## src/design/bship_pkg.sv

```systemverilog
// ----------------------------------------------------------------------------
// bship_pkg - shared types and constants for the Burning Ship core
// Payload words, configuration record, queue entry, register map and
// fixed-point helpers used by the front end, queue, engine and top level.
// ----------------------------------------------------------------------------
package bship_pkg;

   // Field widths
   localparam int PIX_W    = 10;
   localparam int STEP_W   = 31;
   localparam int WORD_W   = 32;
   localparam int LIMIT_W  = 16;
   localparam int COLOUR_W = 24;
   localparam int CSR_AW   = 5;

   // Defaults for the top-level parameters
   localparam int COORD_RANGE_DEF   = 1024;
   localparam int FRACTION_BITS_DEF = 28;
   localparam int QUEUE_DEPTH       = 2;

   // Register reset values
   localparam logic [STEP_W-1:0]          RST_PIXEL_STEP  = 31'd268435;
   localparam logic signed [WORD_W-1:0]   RST_OFFSET_REAL = -32'sd536870912;
   localparam logic signed [WORD_W-1:0]   RST_OFFSET_IMAG = -32'sd536870912;
   localparam logic [LIMIT_W-1:0]         RST_LIMIT       = 16'd100;
   localparam logic [COLOUR_W-1:0]        RST_COLOUR      = 24'd1315860;
   localparam logic [WORD_W-1:0]          BLACK           = 32'h0000_0000;

   typedef enum logic [2:0] {
      REG_PIXEL_STEP  = 3'd0,
      REG_OFFSET_REAL = 3'd1,
      REG_OFFSET_IMAG = 3'd2,
      REG_ITER_LIMIT  = 3'd3,
      REG_BASE_COLOUR = 3'd4
   } reg_index_type;

   typedef struct packed {
      logic [PIX_W-1:0] pixel_col;
      logic [PIX_W-1:0] pixel_row;
   } req_type;

   typedef struct packed {
      logic [PIX_W-1:0]  out_col;
      logic [PIX_W-1:0]  out_row;
      logic [LIMIT_W-1:0] escape_count;
      logic [WORD_W-1:0] pixel_value;
   } rsp_type;

   typedef struct packed {
      logic [STEP_W-1:0]        pixel_step;
      logic signed [WORD_W-1:0] offset_real;
      logic signed [WORD_W-1:0] offset_imag;
      logic [LIMIT_W-1:0]       iteration_limit;
      logic [COLOUR_W-1:0]      base_colour;
   } cfg_type;

   // One mapped pixel waiting for the engine
   typedef struct packed {
      logic [PIX_W-1:0]         col;
      logic [PIX_W-1:0]         row;
      logic signed [WORD_W-1:0] cr;
      logic signed [WORD_W-1:0] ci;
   } job_type;

   typedef struct packed {
      logic full;
      logic empty;
   } queue_status_type;

   // Clip a wide signed value to the 32-bit word range
   function automatic logic signed [WORD_W-1:0] sat32(input logic signed [63:0] v);
      if (v > 64'sd2147483647) begin
         return 32'sh7fff_ffff;
      end else if (v < -64'sd2147483648) begin
         return 32'sh8000_0000;
      end
      return v[WORD_W-1:0];
   endfunction

endpackage

```

## src/design/bship_front.sv

```systemverilog
// ----------------------------------------------------------------------------
// bship_front - pixel intake and plane mapping
// Clamps the pixel indices, multiplies by the step, then adds the origin
// with saturation and pushes the mapped point into the job queue.
// ----------------------------------------------------------------------------
module bship_front #(
   parameter int COORD_RANGE = bship_pkg::COORD_RANGE_DEF
) (
   input  logic                              clock,
   input  logic                              reset,
   input  bship_pkg::cfg_type                cfg,
   input  logic                              req_valid,
   output logic                              req_stall,
   input  bship_pkg::req_type                req_data,
   input  bship_pkg::queue_status_type       queue_status,
   output logic                              push,
   output bship_pkg::job_type                push_data
);

   localparam int unsigned CMAX = COORD_RANGE - 1;
   localparam int PROD_W = bship_pkg::PIX_W + bship_pkg::STEP_W;

   logic                             s1_valid_ff, s1_valid_in;
   logic [bship_pkg::PIX_W-1:0]      col_ff, col_in, row_ff, row_in;
   logic [PROD_W-1:0]                prod_r_ff, prod_r_in, prod_i_ff, prod_i_in;
   logic                             accept;
   logic signed [PROD_W+1:0]         sum_r, sum_i;

   function automatic logic [bship_pkg::PIX_W-1:0] clamp(input logic [bship_pkg::PIX_W-1:0] p);
      if (32'(p) > CMAX) begin
         return bship_pkg::PIX_W'(CMAX);
      end
      return p;
   endfunction

   assign req_stall = s1_valid_ff && queue_status.full;
   assign accept    = req_valid && !req_stall;
   assign push      = s1_valid_ff && !queue_status.full;

   always_comb begin
      col_in      = clamp(req_data.pixel_col);
      row_in      = clamp(req_data.pixel_row);
      prod_r_in   = PROD_W'(col_in) * PROD_W'(cfg.pixel_step);
      prod_i_in   = PROD_W'(row_in) * PROD_W'(cfg.pixel_step);
      s1_valid_in = s1_valid_ff;
      if (accept) begin
         s1_valid_in = 1'b1;
      end else if (push) begin
         s1_valid_in = 1'b0;
      end
   end

   // Add origin and clip
   always_comb begin
      sum_r           = $signed({2'b00, prod_r_ff}) + (PROD_W+2)'(cfg.offset_real);
      sum_i           = $signed({2'b00, prod_i_ff}) + (PROD_W+2)'(cfg.offset_imag);
      push_data.col   = col_ff;
      push_data.row   = row_ff;
      push_data.cr    = bship_pkg::sat32(64'(sum_r));
      push_data.ci    = bship_pkg::sat32(64'(sum_i));
   end

   always_ff @(posedge clock) begin
      if (reset) begin
         s1_valid_ff <= 1'b0;
      end else begin
         s1_valid_ff <= s1_valid_in;
      end
   end

   always_ff @(posedge clock) begin
      if (accept) begin
         col_ff    <= col_in;
         row_ff    <= row_in;
         prod_r_ff <= prod_r_in;
         prod_i_ff <= prod_i_in;
      end
   end

   assert property (@(posedge clock) disable iff (reset)
      push |=> !$past(req_stall) || !s1_valid_ff || $past(accept))
      else $error("front stage lost or duplicated a pixel");

endmodule

```

## config.mk

```make
export PLATFORM = sky130hd
export DESIGN_NAME = bship_front
export DESIGN_NICKNAME = d
export VERILOG_FILES = /design/src/design/bship_pkg.sv /design/src/design/bship_front.sv
export SDC_FILE = /design/constraint.sdc
export NUM_CORES = 2
export LEC_CHECK = 0
export ABC_AREA = 1
export BUFFER_PORTS_ARGS = -buffer_cell sky130_fd_sc_hd__buf_2
export CAP_MARGIN = 40
export CORE_UTILIZATION = 25
export DETAILED_ROUTE_END_ITERATION = 16
export PLACE_DENSITY = 0.41
export SLEW_MARGIN = 10
export SYNTH_ARGS = -nofsm -noshare
export SYNTH_HDL_FRONTEND = slang
export SYNTH_SLANG_ARGS = --single-unit
```

## constraint.sdc

```tcl
create_clock -name clock -period 5.8 [get_ports clock]
set_clock_uncertainty 0.05 [all_clocks]
set_input_delay 1.16 -clock clock [delete_from_list [all_inputs] [get_ports clock]]
set_output_delay 1.16 -clock clock [all_outputs]
set_load 0.005 [all_outputs]
```

Yosys cells after proc, flatten, opt, wreduce, memory -nomap -nowiden. Cells that the tools add are included. W data, S select, Z words.

Magnitude comparators: 4. Div/mod/pow operators: 0. Multiplexer cells: 12. Reduce and logical (&&, ||, !) cells: 6. Shifts and indexed selects: 0. Equal/unequal tests: 0. $add $sub $neg: 2. Multipliers: 2. Bitwise logic cells: 0.

Operators by type and width (number): $mux W32 (6); $add A42 B32 Y43 (2); $gt A43 B32 Y1 const B (2); $lt A43 B32 Y1 const B (2); $mul A10 B31 Y41 (2); $mux W1 (6); $logic_and A1 B1 Y1 (3); $logic_not A1 Y1 (2); $reduce_bool A2 Y1 (1).

Memories kept: 0. Output and inout port bits: 86. Bits in read-only memories: 0. Memory bits (writable): 0. Bits in latches: 0. Register bits after elaboration: 103. Word-level logic and storage cells: 31. Input bits: 160.

Depth between registers and ports, before layout.
Word-level depth: 5. Depth in mapped cells: 24. Depth with buffers taken out: 23.

Worst setup path after synthesis. OpenSTA, ideal clock, no wires.

Kind: input -> register. Start point: input queue_status[1] (netlist bit). End point: register col_ff[0] (netlist bit) (enable). Data arrival time: 5.556 ns. Library setup time: 0.565 ns. Required time: 5.185 ns. Cell stages on the path: 3. Buffers on the path: 0. Setup slack: -0.371 ns. Cell sequence: nand2_1 > inv_1 > nor2_1.

Cells in the longest elaborated chain, start to end: 3.

RTL lines: from (decl) (RTL line bship_front.sv:15) `input bship_pkg::queue_status_type queue_status,`; $logic_and A1 B1 Y1 (RTL line bship_front.sv:36) `assign req_stall = s1_valid_ff && queue_status.full;`; named net req_stall (RTL line bship_front.sv:13) `output logic req_stall,`; $logic_not A1 Y1 (RTL line bship_front.sv:37) `assign accept = req_valid && !req_stall;`; $logic_and A1 B1 Y1 (RTL line bship_front.sv:37); named net accept (RTL line bship_front.sv:26) `logic accept;`; to (signal assigned) (RTL line bship_front.sv:73) `col_ff <= col_in;`; to (decl) (RTL line bship_front.sv:24) `logic [bship_pkg::PIX_W-1:0] col_ff, col_in, row_ff, row_in;`.

The timed path passes the listed nets, and every way through them passes these cells. A chain may end at the register's enable or synchronous reset.

Worst setup path in the final report.
Start point: input cfg[114] (netlist bit). End point: register prod_i_ff[34] (data pin).

Cells in the longest elaborated chain, start to end: 1.

RTL lines: from (decl) (RTL line bship_front.sv:11) `input bship_pkg::cfg_type cfg,`; $mul A10 B31 Y41 (RTL line bship_front.sv:44) `prod_i_in = PROD_W'(row_in) * PROD_W'(cfg.pixel_step);`; named net prod_i_in[34] (RTL line bship_front.sv:25) `logic [PROD_W-1:0] prod_r_ff, prod_r_in, prod_i_ff, prod_i_in;`; to (signal assigned) (RTL line bship_front.sv:76) `prod_i_ff <= prod_i_in;`; to (decl) (RTL line bship_front.sv:25).

The timed path passes the listed nets, and every way through them passes these cells.

==> impl_metrics.py <==
metrics = {
    "worst_setup_path": {
        "cp.arrival_ns": 5.76,
        "worstPathRequired_ns": 5.88,
        "cp-start-kind": "input pin",
        "end_kind": "register",
        "path_max_fanout": 8,
        "path_class": "input pin to register",
    },
    "placed_design": {
        "io_buffers": 204,
        "dp_hpwl_um": 92900,
        "dp.cells": 6663,
        "place_ws_ns": -0.691,
        "gp_congestion": 0.889,
    },
    "grt": {
        "grt_first_pass_wirelength_um": 166000,
        "grt_max_degree": 67,
        "antenna_found_initial": 3,
        "grt_overflow": 0,
        "track_usage_pct": 17.0,
        "grt_pass1_vias": 29238,
    },
    "logic_synthesis": {
        "ys_ff_latch": 103,
        "synth_most_common_cell": "nand2_1",
        "synth_mux_area_share_pct": 0,
        "synth_edf_count": 102,
        "netlist_instances": 4486,
        "synth_area_leaders": "fa_1, nand2_1, inv_1",
        "synth_compound_area_share_pct": 5.27,
        "synthArstFlopShare_pct": 0,
        "yosys.area.top_type_share_pct": 29.8,
        "synthTopCellsByCount": "nand2_1, inv_1, fa_1, ha_1, nor2_1",
        "synth_area_per_cell_um2": 6.93,
        "syn_area_um2": 31100,
        "synth_xor_area_share_pct": 3.78,
        "synthAdderAreaFrac_pct": 39.3,
        "ys_seq_area_share_pct": 9.92,
        "synth_top_family_by_area": "adder cells",
        "yosysWarnings": 0,
        "post-synth-top-area-cell": "fa_1",
        "syn-num-nets": 5344,
        "synthDistinctLibCells": 45,
        "synthSimpleGateAreaFrac_pct": 25.9,
        "synth_flop_cell": "edfxtp_1",
    },
    "routing": {
        "routed_wl_um": 112000,
        "postRouteAntennaNets": 0,
        "routed_via_density": 4.25,
        "wire_per_inst_um": 16.6,
        "first_pass_iters": 7,
        "vias": 28635,
        "drc": 0,
        "drt_iter0_drc": 1626,
    },
    "cells_and_area": {
        "diodes": 0,
        "final_cells": 6731,
        "finalNetCount": 5959,
        "area_delta_synth_final_pct": 31.1,
        "drive_gt1_share_pct": 22.9,
    },
    "floorplanning": {
        "initial_core_util_pct": 25.4,
        "ios": 246,
        "die_w_um": 355,
        "die_h_um": 355,
        "coreArea_um2": 123000,
        "dieArea_um2": 126000,
        "placementRows": 128,
    },
    "timing": {
        "slew_violations": 0,
        "setup_violations": 0,
        "tightest_slew_ns": 0.741,
        "hold_slack_ns": 0.425,
        "post-route-period-util_pct": 98.0,
        "period_minus_slack_ns": 5.68,
        "rsz0062_at_grt": "yes",
        "hold_viol": 0,
        "slew_headroom_pct": 50.5,
        "setup_ws_ns": 0.119,
        "fmax_ghz": 0.176,
    },
    "clocking": {
        "clock_latency_ns": 0.41,
        "root_buffer": "clkbuf_16",
        "path_clk_slew_ns": 0.08,
        "clock_path_buffers": 2,
        "cts.sinks": 103,
        "h-tree-depth": 3,
        "cts_tree": "built",
        "cts_buffers": 9,
    },
    "hold_path": {
        "min_path_type": "register to register",
    },
    "run_status": {
        "status": "completed",
    },
    "run": {
        "drv_cap": 0,
    },
}
==> final cells by class <==
type	instances	area [µm²]
Clock buffer	9	225
Tap cell	1625	2030
Multi-Input combinational cell	3097	24800
Sequential cell	103	3080
Clock inverter	7	92.6
Inverter	1152	4320
Timing Repair Buffer	738	6180
Fill cell	13299	81800
==> cell usage in the layout, fill, tap and decap left out, drive strengths merged, types with 4 or more instances in the layout <==
master / Yosys / routed
o21ai: 51 / 51
fa: 462 / 462
a31oi: 30 / 30
ha: 236 / 236
inv: 1147 / 1149
nand4: 28 / 28
clkbuf: 122 / 28
nand3: 108 / 108
buf: 12 / 719
and2: 5 / 5
a21boi: 4 / 4
nor3: 28 / 28
o21a: 12 / 12
and3: 6 / 6
nor2: 246 / 246
nor4: 5 / 5
nand2: 1550 / 1550
xor2: 86 / 86
clkinv: 5 / 7
edfxtp: 102 / 102
a21oi: 142 / 142
o21bai: 16 / 16
a21o: 11 / 11
xnor2: 48 / 48
o221ai: 7 / 7
==> worst max-delay path: stages <==
cell and delay, ns:
buf_4 0.15, buf_12 0.16, buf_4 0.14, nand2_1 0.06, inv_1 0.05, fa_1 0.53, fa_1 0.43, fa_1 0.46
fa_1 0.50, inv_1 0.05, fa_1 0.48, inv_1 0.08, ha_4 0.23, buf_4 0.15, nand2_2 0.09, nor2_2 0.05
a211oi_2 0.26, buf_4 0.16, o21ai_2 0.06, a21oi_2 0.18, nor2_2 0.06, o21bai_1 0.14, nand2_1 0.12
==> per-stage QoR <==
step	TNS, ns	instance area (µm²)	utilization [%]
global route	-0.353	40700	33.2
floorplan	0	31100	-
detailed placement	-28.46	37700	30.8
global placement	-27.25	37700	30.8
finish	0	40700	33.2
CTS	0	38300	31.2
==> cells by family (layout without fill, tap and decap cells) <==
family | after synthesis | in the layout
compound gates | 285 | 285
xor+xnor | 134 | 134
fa+ha+maj | 698 | 698
buf+inv | 1286 | 1906
flops | 103 | 103
simple gates | 1980 | 1980
==> sequential cells by signal, indices dropped and copies added, names as in the netlist <==
signal / cells
col_ff: 10
prod_i_ff: 41
prod_r_ff: 41
s1_valid_ff: 1
row_ff: 10
==> worst paths after layout <==
| kind | depth (start not counted) | startpoint | endpoint | slack, ns |
|---|---|---|---|---|
| min reg2reg | 2 | s1_valid_ff | s1_valid_ff | 0.43 |
| max reg2reg | 4 | s1_valid_ff | prod_r_ff[21] | 3.88 |
| min | 2 | s1_valid_ff | s1_valid_ff | 0.43 |
| max | 23 | cfg[114] | prod_i_ff[34] | 0.12 |
==> layer usage <==
layer	up-vias	part of all wire, %	GRT usage [%]
li1	14385	-	-
met1	13732	50	24.4
met2	436	45	27.3
met3	76	3.3	1.53
met4	6	2.1	4.18
met5	-	0.030	0
==> timing repair <==
action	CTS	global route
hold buffers	0	0
cloned	2	14
setup buffers	0	38
pin swaps	6	154
gates resized for setup	40	446
setup endpoints to repair	42	48
Power is not shown: default switching activity piles up to over one toggle a cycle in this logic, so the estimate is an artifact.
