==> config.mk <==
export PLATFORM = sky130hd
export DESIGN_NAME = bship_queue
export DESIGN_NICKNAME = d
export VERILOG_FILES = /design/src/design/bship_pkg.sv /design/src/design/bship_queue.sv
export SDC_FILE = /design/constraint.sdc
export NUM_CORES = 1
export LEC_CHECK = 0
export ABC_CLOCK_PERIOD_IN_PS = 6750
export BUFFER_PORTS_ARGS = -buffer_cell sky130_fd_sc_hd__clkbuf_2
export CORE_ASPECT_RATIO = 1.5
export CORE_MARGIN = 3
export CORE_UTILIZATION = 50
export CTS_BUF_LIST = sky130_fd_sc_hd__clkbuf_8
export DETAILED_ROUTE_END_ITERATION = 6
export GPL_ROUTABILITY_DRIVEN = 0
export PLACE_DENSITY_LB_ADDON = 0.25
export SLEW_MARGIN = 0
export SYNTH_ARGS = -nofsm -noshare
export SYNTH_HDL_FRONTEND = slang
export SYNTH_SLANG_ARGS = --single-unit
==> constraint.sdc <==
create_clock -name clock -period 6.75 [get_ports clock]
set_input_delay 1.35 -clock clock [delete_from_list [all_inputs] [get_ports clock]]
set_output_delay 1.35 -clock clock [all_outputs]
set_load 0.02 [all_outputs]
==> src/design/bship_pkg.sv <==
// ----------------------------------------------------------------------------
// bship_pkg - shared types and constants for the Burning Ship core
// Payload words, configuration record, queue entry, register map and
// fixed-point helpers used by the front end, queue, engine and top level.
// ----------------------------------------------------------------------------
package bship_pkg;

   // Field widths
   localparam int PIX_W    = 10;
   localparam int STEP_W   = 31;
   localparam int WORD_W   = 32;
   localparam int LIMIT_W  = 16;
   localparam int COLOUR_W = 24;
   localparam int CSR_AW   = 5;

   // Defaults for the top-level parameters
   localparam int COORD_RANGE_DEF   = 1024;
   localparam int FRACTION_BITS_DEF = 28;
   localparam int QUEUE_DEPTH       = 2;

   // Register reset values
   localparam logic [STEP_W-1:0]          RST_PIXEL_STEP  = 31'd268435;
   localparam logic signed [WORD_W-1:0]   RST_OFFSET_REAL = -32'sd536870912;
   localparam logic signed [WORD_W-1:0]   RST_OFFSET_IMAG = -32'sd536870912;
   localparam logic [LIMIT_W-1:0]         RST_LIMIT       = 16'd100;
   localparam logic [COLOUR_W-1:0]        RST_COLOUR      = 24'd1315860;
   localparam logic [WORD_W-1:0]          BLACK           = 32'h0000_0000;

   typedef enum logic [2:0] {
      REG_PIXEL_STEP  = 3'd0,
      REG_OFFSET_REAL = 3'd1,
      REG_OFFSET_IMAG = 3'd2,
      REG_ITER_LIMIT  = 3'd3,
      REG_BASE_COLOUR = 3'd4
   } reg_index_type;

   typedef struct packed {
      logic [PIX_W-1:0] pixel_col;
      logic [PIX_W-1:0] pixel_row;
   } req_type;

   typedef struct packed {
      logic [PIX_W-1:0]  out_col;
      logic [PIX_W-1:0]  out_row;
      logic [LIMIT_W-1:0] escape_count;
      logic [WORD_W-1:0] pixel_value;
   } rsp_type;

   typedef struct packed {
      logic [STEP_W-1:0]        pixel_step;
      logic signed [WORD_W-1:0] offset_real;
      logic signed [WORD_W-1:0] offset_imag;
      logic [LIMIT_W-1:0]       iteration_limit;
      logic [COLOUR_W-1:0]      base_colour;
   } cfg_type;

   // One mapped pixel waiting for the engine
   typedef struct packed {
      logic [PIX_W-1:0]         col;
      logic [PIX_W-1:0]         row;
      logic signed [WORD_W-1:0] cr;
      logic signed [WORD_W-1:0] ci;
   } job_type;

   typedef struct packed {
      logic full;
      logic empty;
   } queue_status_type;

   // Clip a wide signed value to the 32-bit word range
   function automatic logic signed [WORD_W-1:0] sat32(input logic signed [63:0] v);
      if (v > 64'sd2147483647) begin
         return 32'sh7fff_ffff;
      end else if (v < -64'sd2147483648) begin
         return 32'sh8000_0000;
      end
      return v[WORD_W-1:0];
   endfunction

endpackage

==> src/design/bship_queue.sv <==
// ----------------------------------------------------------------------------
// bship_queue - short job queue between front end and engine
// Register-based FIFO; head entry is read directly.
// ----------------------------------------------------------------------------
module bship_queue #(
   parameter int WIDTH = $bits(bship_pkg::job_type),
   parameter int DEPTH = bship_pkg::QUEUE_DEPTH
) (
   input  logic                          clock,
   input  logic                          reset,
   input  logic                          push,
   input  logic [WIDTH-1:0]              push_data,
   input  logic                          pop,
   output logic [WIDTH-1:0]              pop_data,
   output bship_pkg::queue_status_type   status
);

   localparam int PTR_W = (DEPTH > 1) ? $clog2(DEPTH) : 1;
   localparam int CNT_W = $clog2(DEPTH + 1);

   logic [WIDTH-1:0] entry_ff [DEPTH];
   logic [PTR_W-1:0] wr_ptr_ff, wr_ptr_in, rd_ptr_ff, rd_ptr_in;
   logic [CNT_W-1:0] count_ff, count_in;

   function automatic logic [PTR_W-1:0] bump(input logic [PTR_W-1:0] p);
      if (p == PTR_W'(DEPTH - 1)) begin
         return '0;
      end
      return p + PTR_W'(1);
   endfunction

   assign status.full  = (count_ff == CNT_W'(DEPTH));
   assign status.empty = (count_ff == '0);
   assign pop_data     = entry_ff[rd_ptr_ff];

   always_comb begin
      wr_ptr_in = push ? bump(wr_ptr_ff) : wr_ptr_ff;
      rd_ptr_in = pop  ? bump(rd_ptr_ff) : rd_ptr_ff;
      count_in  = count_ff;
      if (push && !pop) begin
         count_in = count_ff + CNT_W'(1);
      end else if (pop && !push) begin
         count_in = count_ff - CNT_W'(1);
      end
   end

   always_ff @(posedge clock) begin
      if (reset) begin
         wr_ptr_ff <= '0;
         rd_ptr_ff <= '0;
         count_ff  <= '0;
      end else begin
         wr_ptr_ff <= wr_ptr_in;
         rd_ptr_ff <= rd_ptr_in;
         count_ff  <= count_in;
      end
   end

   always_ff @(posedge clock) begin
      if (push) begin
         entry_ff[wr_ptr_ff] <= push_data;
      end
   end

   assert property (@(posedge clock) disable iff (reset)
      !(push && status.full) && !(pop && status.empty))
      else $error("queue overrun or underrun");

endmodule

# Yosys cells after proc, flatten, opt, wreduce, memory -nomap -nowiden
# Memories as Yosys holds them, arrays and structs flattened. A register that Yosys moved wholly into a read port is not among the register bits.
# Index checks and enable logic that the tools add are counted.
[classes] n_addsub=4 n_reduce_logical=6 n_eq_ne=1 n_mux=12
[ops] cell="$mux W1" n=10
[ops] cell="$mux W2" n=2
[ops] cell="$add A1 B1 Y1 const B" n=2
[ops] cell="$add A2 B1 Y2 const B" n=1
[ops] cell="$eq A2 B2 Y1 const B" n=1
[ops] cell="$logic_and A1 B1 Y1" n=2
[ops] cell="$logic_not A1 Y1" n=2
[ops] cell="$logic_not A2 Y1" n=1
[ops] cell="$reduce_bool A2 Y1" n=1
[ops] cell="$sub A2 B1 Y2 const B" n=1
[totals] wordCells=27 input_bits=88 n_memories=1 ramBits=168 reg_bits=4
[mem_list] name="entry_ff" depth=2 word_bits=84 rd=1 rd_ports_with_merged_regs=1 write_ports=1 line="bship_queue.sv:21" text="logic [WIDTH-1:0] entry_ff [DEPTH];"

# Logic depth before layout (Yosys ltp)
# Gate-level depths: netlist (run 1).
[logic_depth] ltp_word=4 ltp_mapped=5 ltp_nobuf=5

# Least setup slack after synthesis (run 1)
# Ideal clock, no wire load.
[synth_timing] kind="input port to flip-flop" startpoint="in push" endpoint="mem entry_ff[0][0] (netlist bit), enable pin" cell_stages=1 setup_slack_ps=1194 setup_ps=537 arrival_ps=5019 path_cell_list="nor2b_1"
[synth_between] elab_chain_len=2
[synth_lines] element="from (decl)" line="bship_queue.sv:11" text="input logic push,"
[synth_lines] element="$mux W1" line="bship_queue.sv:60" text="if (push) begin"
[synth_lines] element="$mux W1 (not written as such)" line="bship_queue.sv:61" text="entry_ff[wr_ptr_ff] <= push_data;"
[synth_lines] element="to (decl)" line="bship_queue.sv:21"
# No other way between the ends.

==> results.md, run 1 <==
- Postcts setup bufs: 0
- Largest net degree at the start of global routing: 85
- Die Y: 143.3 um
- Worst slew pin tran: 1154 ps
- Peak Freq: about 290 MHz
- Routed Antenna Nets: 0
- Post-Syn Area per Cell: between 20 and 25 sq um
- Mux share of post-synthesis cell area: between 15 and 20%
- Port bufs: ~170
- Total die area: 13980 sq um
- Routed wire length on met3: 648 um
- Leakage: 2.906 nW
- Area share of the largest cell type after synthesis: about four fifths
- CTS Root Cell: clkbuf_8
- Data required time of the worst path: around 5400 ps
- Antenna violations before repair: 0
- First-pass GRT wire length: 16.82 mm
- Largest family of logic cells by synthesized area: multiplexers
- Yosys top cell by area: edfxtp_1
- Worst setup SP type: register
- Top cells by area, synth: edfxtp_1 (80%), mux2_2 (15%), dfxtp_1 (1.6%), buf_6 (1.3%), nor2_1 (0.30%)
- Clock buffer depth: 2
- Hold Path Class: reg2reg
- CTS resizes: 0
- Total wire length: 10.89 mm
- P&R area growth vs syn: 21.83%
- # IOs: 174
- Power Density: roughly 300 nW/um^2
- Most common library cells after synthesis: edfxtp_1 (168), mux2_2 (84), buf_6 (7)
- MaxCap Viol Count: 0
- Detailed placer's ending HPWL: 7.138 mm
- Setup WS post-layout: 3256 ps
- Warning count from the yosys run: 0
- Initial Utilization: 51.79%
- CTS tree: yes
- DR iter-0 viols: 141
- Synth Net Count: between 300 and 400
- Vias/cell: around 5
- Arrival @ worst endpoint: 2140 ps
- Critical-path top delay cell: dfxtp_4
- Synth Instances: between 200 and 300
- Vias in the first global route: 3432
- Net count, final: about 560
- Top_reg_cell synth: edfxtp_1
- Maximum VDD drop: 0.0002394 V
- Drt pass-1 iters: 4
- Worst-path fanout max: 84
- Setup TNS: 0 ps
- Chip Width: 97.56 um
- Max Used Layer: met4
- Synth Area in Simple Gates: 0.7363%
- Total CTS buffers: 17
- Power Total: 2.237 mW
- Period Utilization, post-route: approximately 52%
- Skew final: 8.351 ps
- Fraction of the mapped netlist area in compound gates: 0.1592%
- Synth cell types: 16
- Post-place setup slack: 3427 ps
- Number of flops mapped to enable cells by yosys: 168
- Via count: 3154
- Max Slew Vio Count: 0
- Final Setup Violations: 0
- Routed WL per cell: about 17 um
- Worst slew margin: 23.05%
- H-tree levels: 4
- Fillers: ~900
- Post-route DRC: 0
- Post-synthesis xor/xnor area fraction: 0.5572%
- Crit Path Category: reg2out
- Clk_lat worst skew: 420 ps
- Max incr delay on CP: about 1100 ps
- Run status: finished clean
- Count leader, synth: edfxtp_1
- Fin crit period: 3494 ps
- Sequential fraction of the synthesis area: 81.83%
- RSZ-0062 raised after global routing: no
- Asr flop ratio synth: 0%
- Cell Rows: 49
- CTS Hold Bufs: 0
- Final hold vios: 0
- #FFs+latches synth: 173
- Post-Synth Adder-Cell Area: 0.1990%
- Cell area after synthesis: 6287 sq um
- Core Footprint: approximately 12000 sq um
- Total Routing Usage GR: 15.82%
- M1 WL: slightly below 4 mm
- Crit-path cells: mux2_2 > clkbuf_2
- DR WL met2: just over 6 mm
- Layout cells sized above 1: between 60% and 70%
- Global route overflow: 0
- Antenna diodes: 0
- CTS Sinks: approximately 170
- Post-Route Utilization: 63.10%
- CTS clk-pin slew, worst paths: 80 ps
- Crit end category: output pin
## final timing paths
path	start	endpoint	slack [ps]	cells after the start
worst max-delay path	register	pop_data[62]	3260	2
worst min-delay path	count_ff[1]	count_ff[1]	520	2
worst max register to register	wr_ptr_ff	entry_ff[0][56]	4640	2
worst min register to register	count_ff[1]	count_ff[1]	520	2
## report_power, final
part	switching (mW)	internal [mW]	leakage, nW
combinational	0.161	0.116	1.10
sequential	0.0340	1.25	1.62
clock	0.347	0.328	0.191
total	0.541	1.70	2.91
## worst max-delay path, delay by kind of cell, from the launching register on
kind,cells,cell delay [ps]
mux,1,430
flops,1,1100
buf+inv,1,170
## flip-flops by register name, indices dropped and copies added, names as in the netlist, named ones only
register	cells
rd_ptr_ff	1
count_ff	2
entry_ff	168
wr_ptr_ff	1
## cells in the final DEF (no fill, tap or decap), drive strengths merged
master,count
xor2,2
clkbuf,190
dfxtp,5
a21oi,1
nor2b,1
bufinv,2
buf,1
edfxtp,168
o21ai,1
mux2,84
xnor2,2
and2,1
nor2,5
ha,1
clkinv,7
inv,4
clkinvlp,3
and2b,1
or3,1
## final cells by class
type,instances,area (sq um),share of cell area [%]
multi-input combinational,100,1060,13.84
clock inverter,15,148.9,1.944
inverter,1,3.754,0.04900
clock buffer,17,234.0,3.055
sequential,173,5149,67.22
timing repair buffer,174,873.3,11.40
tap,153,191.4,2.499
## kinds of logic after synthesis
kind of cell | Yosys count
mux | 84
xor+xnor | 4
buf+inv | 10
compound gates | 2
fa+ha+maj | 1
flops | 173
simple gates | 9
## per-layer routing
layer	vias up	GRT usage, %
met3	8	5.051
li1	1493	-
met5	-	0
met4	0	5.835
met2	95	29.49
met1	1558	16.68
## metrics by stage
| step | area [sq um] | cells | hold slack [ps] |
|---|---|---|---|
| floorplan | 6287 | 283 | 461.4 |
| global placement | 7277 | 601 | 479.2 |
| detailed placement | 7277 | 601 | 505.1 |
| CTS | 7660 | 633 | 522.5 |
| global route | 7660 | 633 | 554.0 |
| finish | 7660 | 633 | 519.3 |
No activity file was read; power rests on OpenSTA's default activity.
==> run 2: changes to the inputs <==
--- a/config.mk
+++ b/config.mk
@@ -5,7 +5,7 @@
 export SDC_FILE = /design/constraint.sdc
 export NUM_CORES = 1
 export LEC_CHECK = 0
-export ABC_CLOCK_PERIOD_IN_PS = 6750
+export ABC_CLOCK_PERIOD_IN_PS = 3600
 export BUFFER_PORTS_ARGS = -buffer_cell sky130_fd_sc_hd__clkbuf_2
 export CORE_ASPECT_RATIO = 1.5
 export CORE_MARGIN = 3
==> constraint.sdc (replaced) <==
create_clock -name clock -period 3.6 [get_ports clock]
set_input_delay 0.72 -clock clock [delete_from_list [all_inputs] [get_ports clock]]
set_output_delay 0.72 -clock clock [all_outputs]
set_load 0.02 [all_outputs]
==> run 2 against run 1 <==
- sequential power is 85% higher
- cell count is 0.79% higher
- sequential cell count stayed put
- global-route usage is 1.1 points higher
- register-to-register slack worse by 2800 ps
- sequential share of layout area is 0.54 points lower
- worst setup slack worse by 2500 ps
- clock-buffer cell count stayed put
- cell area is 0.82% higher
- combinational power is 98% higher
- critical path depth is 1 higher
- non-clock buffer count is 5 higher
- largest power group unchanged
==> results.md, run 2 (synthesized netlist as in run 1, its figures left out) <==
- First-pass GRT wire length: 17.60 mm (was 16.82 mm)
- Peak Freq: 357.3 MHz
- Post-Route Utilization: 63.62% (was 63.10%)
- Max Slew Vio Count: 0 (unchanged)
- Worst slew margin: 58.10% (was 23.05%)
- Worst setup SP type: register (unchanged)
- Leakage: 2.945 nW (was 2.906 nW)
- Routed Antenna Nets: 0 (unchanged)
- Layout cells sized above 1: 60.82% (was 60.83%)
- DR iter-0 viols: 169 (was 141)
- Total CTS buffers: 17 (unchanged)
- Switching portion of total power: 24.58% (was 24.20%)
- P_int: 3.187 mW (was 1.696 mW)
- Total wire length: 11.59 mm (was 10.89 mm)
- P&R area growth vs syn: 22.83% (was 21.83%)
- Layer with the highest usage: met2 (unchanged)
- Met2 usage: 31.80% (was 29.49%)
- Cell Rows: 49 (unchanged)
- Maximum VDD drop: 0.0003120 V (was 0.0002394 V)
- Placed Area: 7340 sq um (was 7277 sq um)
- Sequential power share: 56.6% (was 57.5%)
- Combinational power share: 13.0% (was 12.4%)
- CTS Sinks: 173 (unchanged)
- Worst-path fanout max: 46 (was 84)
- Grt met1 use: 15.92% (was 16.68%)
- CTS clk-pin slew, worst paths: 90 ps (was 80 ps)
- CTS Root Cell: clkbuf_8 (unchanged)
- Final Setup Violations: 0 (unchanged)
- Vias in the first global route: 3602 (was 3432)
- Most frequent cells in the layout: clkbuf_2 (173), edfxtp_1 (168), mux2_2 (84) (unchanged)
- Max reg flops: 168 (unchanged)
- Initial Utilization: 51.79% (unchanged)
- Total die area: 13980 sq um (unchanged)
- Via count: 3227 (was 3154)
- Post-route DRC: 0 (unchanged)
- Power Total: 4.226 mW (was 2.237 mW)
- Crit end category: output pin (unchanged)
- Setup TNS: 0 ps (unchanged)
- Antenna diodes: 0 (unchanged)
- Hold Path Class: in2reg (was reg2reg)
- Period Utilization, post-route: 77.74%
- Most common cell after layout, fill and taps aside: clkbuf_2 (unchanged)
- Chip Width: 97.56 um (unchanged)
- Largest net degree at the start of global routing: 47 (was 85)
- Design Area, Final: 7722 sq um (was 7660 sq um)
- Met3 global-route usage: 5.828% (was 5.051%)
- RSZ-0062 raised after global routing: no (unchanged)
- Psw: 1.039 mW (was 0.5414 mW)
- Clk pwr share: 30.4% (was 30.2%)
- Detailed placer's ending HPWL: 8.054 mm (was 7.138 mm)
- CTS Hold Bufs: 0 (unchanged)
- Arrival @ worst endpoint: 2080 ps (was 2140 ps)
- Top flop regs: entry_ff (168), count_ff (2) (unchanged)
- Core Footprint: 12140 sq um (unchanged)
- Die Y: 143.3 um (unchanged)
- Worst slew pin tran: 628.6 ps (was 1154 ps)
- Worst Hold Depth: 1 (was 2)
- Power Density: 547.3 nW/um^2 (was 292.0 nW/um^2)
- Clk_lat worst skew: 440 ps (was 420 ps)
- MaxCap Viol Count: 0 (unchanged)
- Routed WL per cell: 18.16 um (was 17.21 um)
- CTS resizes: 0 (unchanged)
- Postcts setup bufs: 0 (unchanged)
- Vias/cell: 5.058 (was 4.983)
- Fin crit period: 2799 ps
- Data required time of the worst path: 2880 ps (was 5400 ps)
- R2R depth: 2 (unchanged)
- Total Routing Usage GR: 16.87% (was 15.82%)
- Net count, final: 561 (was 556)
- H-tree levels: 4 (unchanged)
- Final hold vios: 0 (unchanged)
- Run status: finished clean (unchanged)
- Skew final: 9.292 ps (was 8.351 ps)
- Biggest register: entry_ff (unchanged)
- Port bufs: 173 (unchanged)
- Clock buffer depth: 2 (unchanged)
- # IOs: 174 (unchanged)
- Drt pass-1 iters: 4 (unchanged)
- Antenna violations before repair: 2 (was 0)
- Crit Path Category: reg2out (unchanged)
- CTS tree: yes (unchanged)
- Global route overflow: 0 (unchanged)
## run 2: worst max-delay path: stages, from the launching register on
cell and delay, ps:
dfxtp_4 740, buf_12 320, mux2_2 380, clkbuf_2 160
## run 2: through the flow
stage               worst slack (ps)  hold slack (ps)  cells
global route                   657.8            420.8    638
floorplan                      248.8            461.4    283
global placement                1222            478.0    606
finish                         801.4            464.0    638
CTS                            725.2            427.0    638
detailed placement              1219            502.7    606
## run 2: area by class of cell
| type | count | area [sq um] |
|---|---|---|
| clock buffer | 17 | 234.0 |
| tap | 153 | 191.4 |
| multi-input combinational | 100 | 1060 |
| timing repair buffer | 179 | 935.9 |
| inverter | 1 | 3.754 |
| fill | 921 | 4417 |
| clock inverter | 15 | 148.9 |
| sequential | 173 | 5149 |
## run 2: worst paths after layout
check / to / start / slack (ps)
worst max-delay path: pop_data[22] / register / 800
worst min-delay path: entry_ff[0][11] / push_data[11] / 460
worst max register to register: entry_ff[1][48] / wr_ptr_ff / 1860
worst min register to register: rd_ptr_ff / rd_ptr_ff / 520
## run 2: metal layers
| metal | wire length, um | up-vias |
|---|---|---|
| li1 | - | 1495 |
| met1 | 3742 | 1574 |
| met2 | 6742 | 119 |
| met3 | 663 | 35 |
| met4 | 414 | 4 |
| met5 | 25 | - |
## run 2: power by group through the flow
stage	Combinational, mW	Clock [mW]	Sequential (mW)
global route	0.586	1.40	2.41
CTS	0.559	1.33	2.40
global placement	0.548	0	2.43
floorplan	0.370	0	2.42
finish	0.548	1.28	2.39
detailed placement	0.557	0	2.44
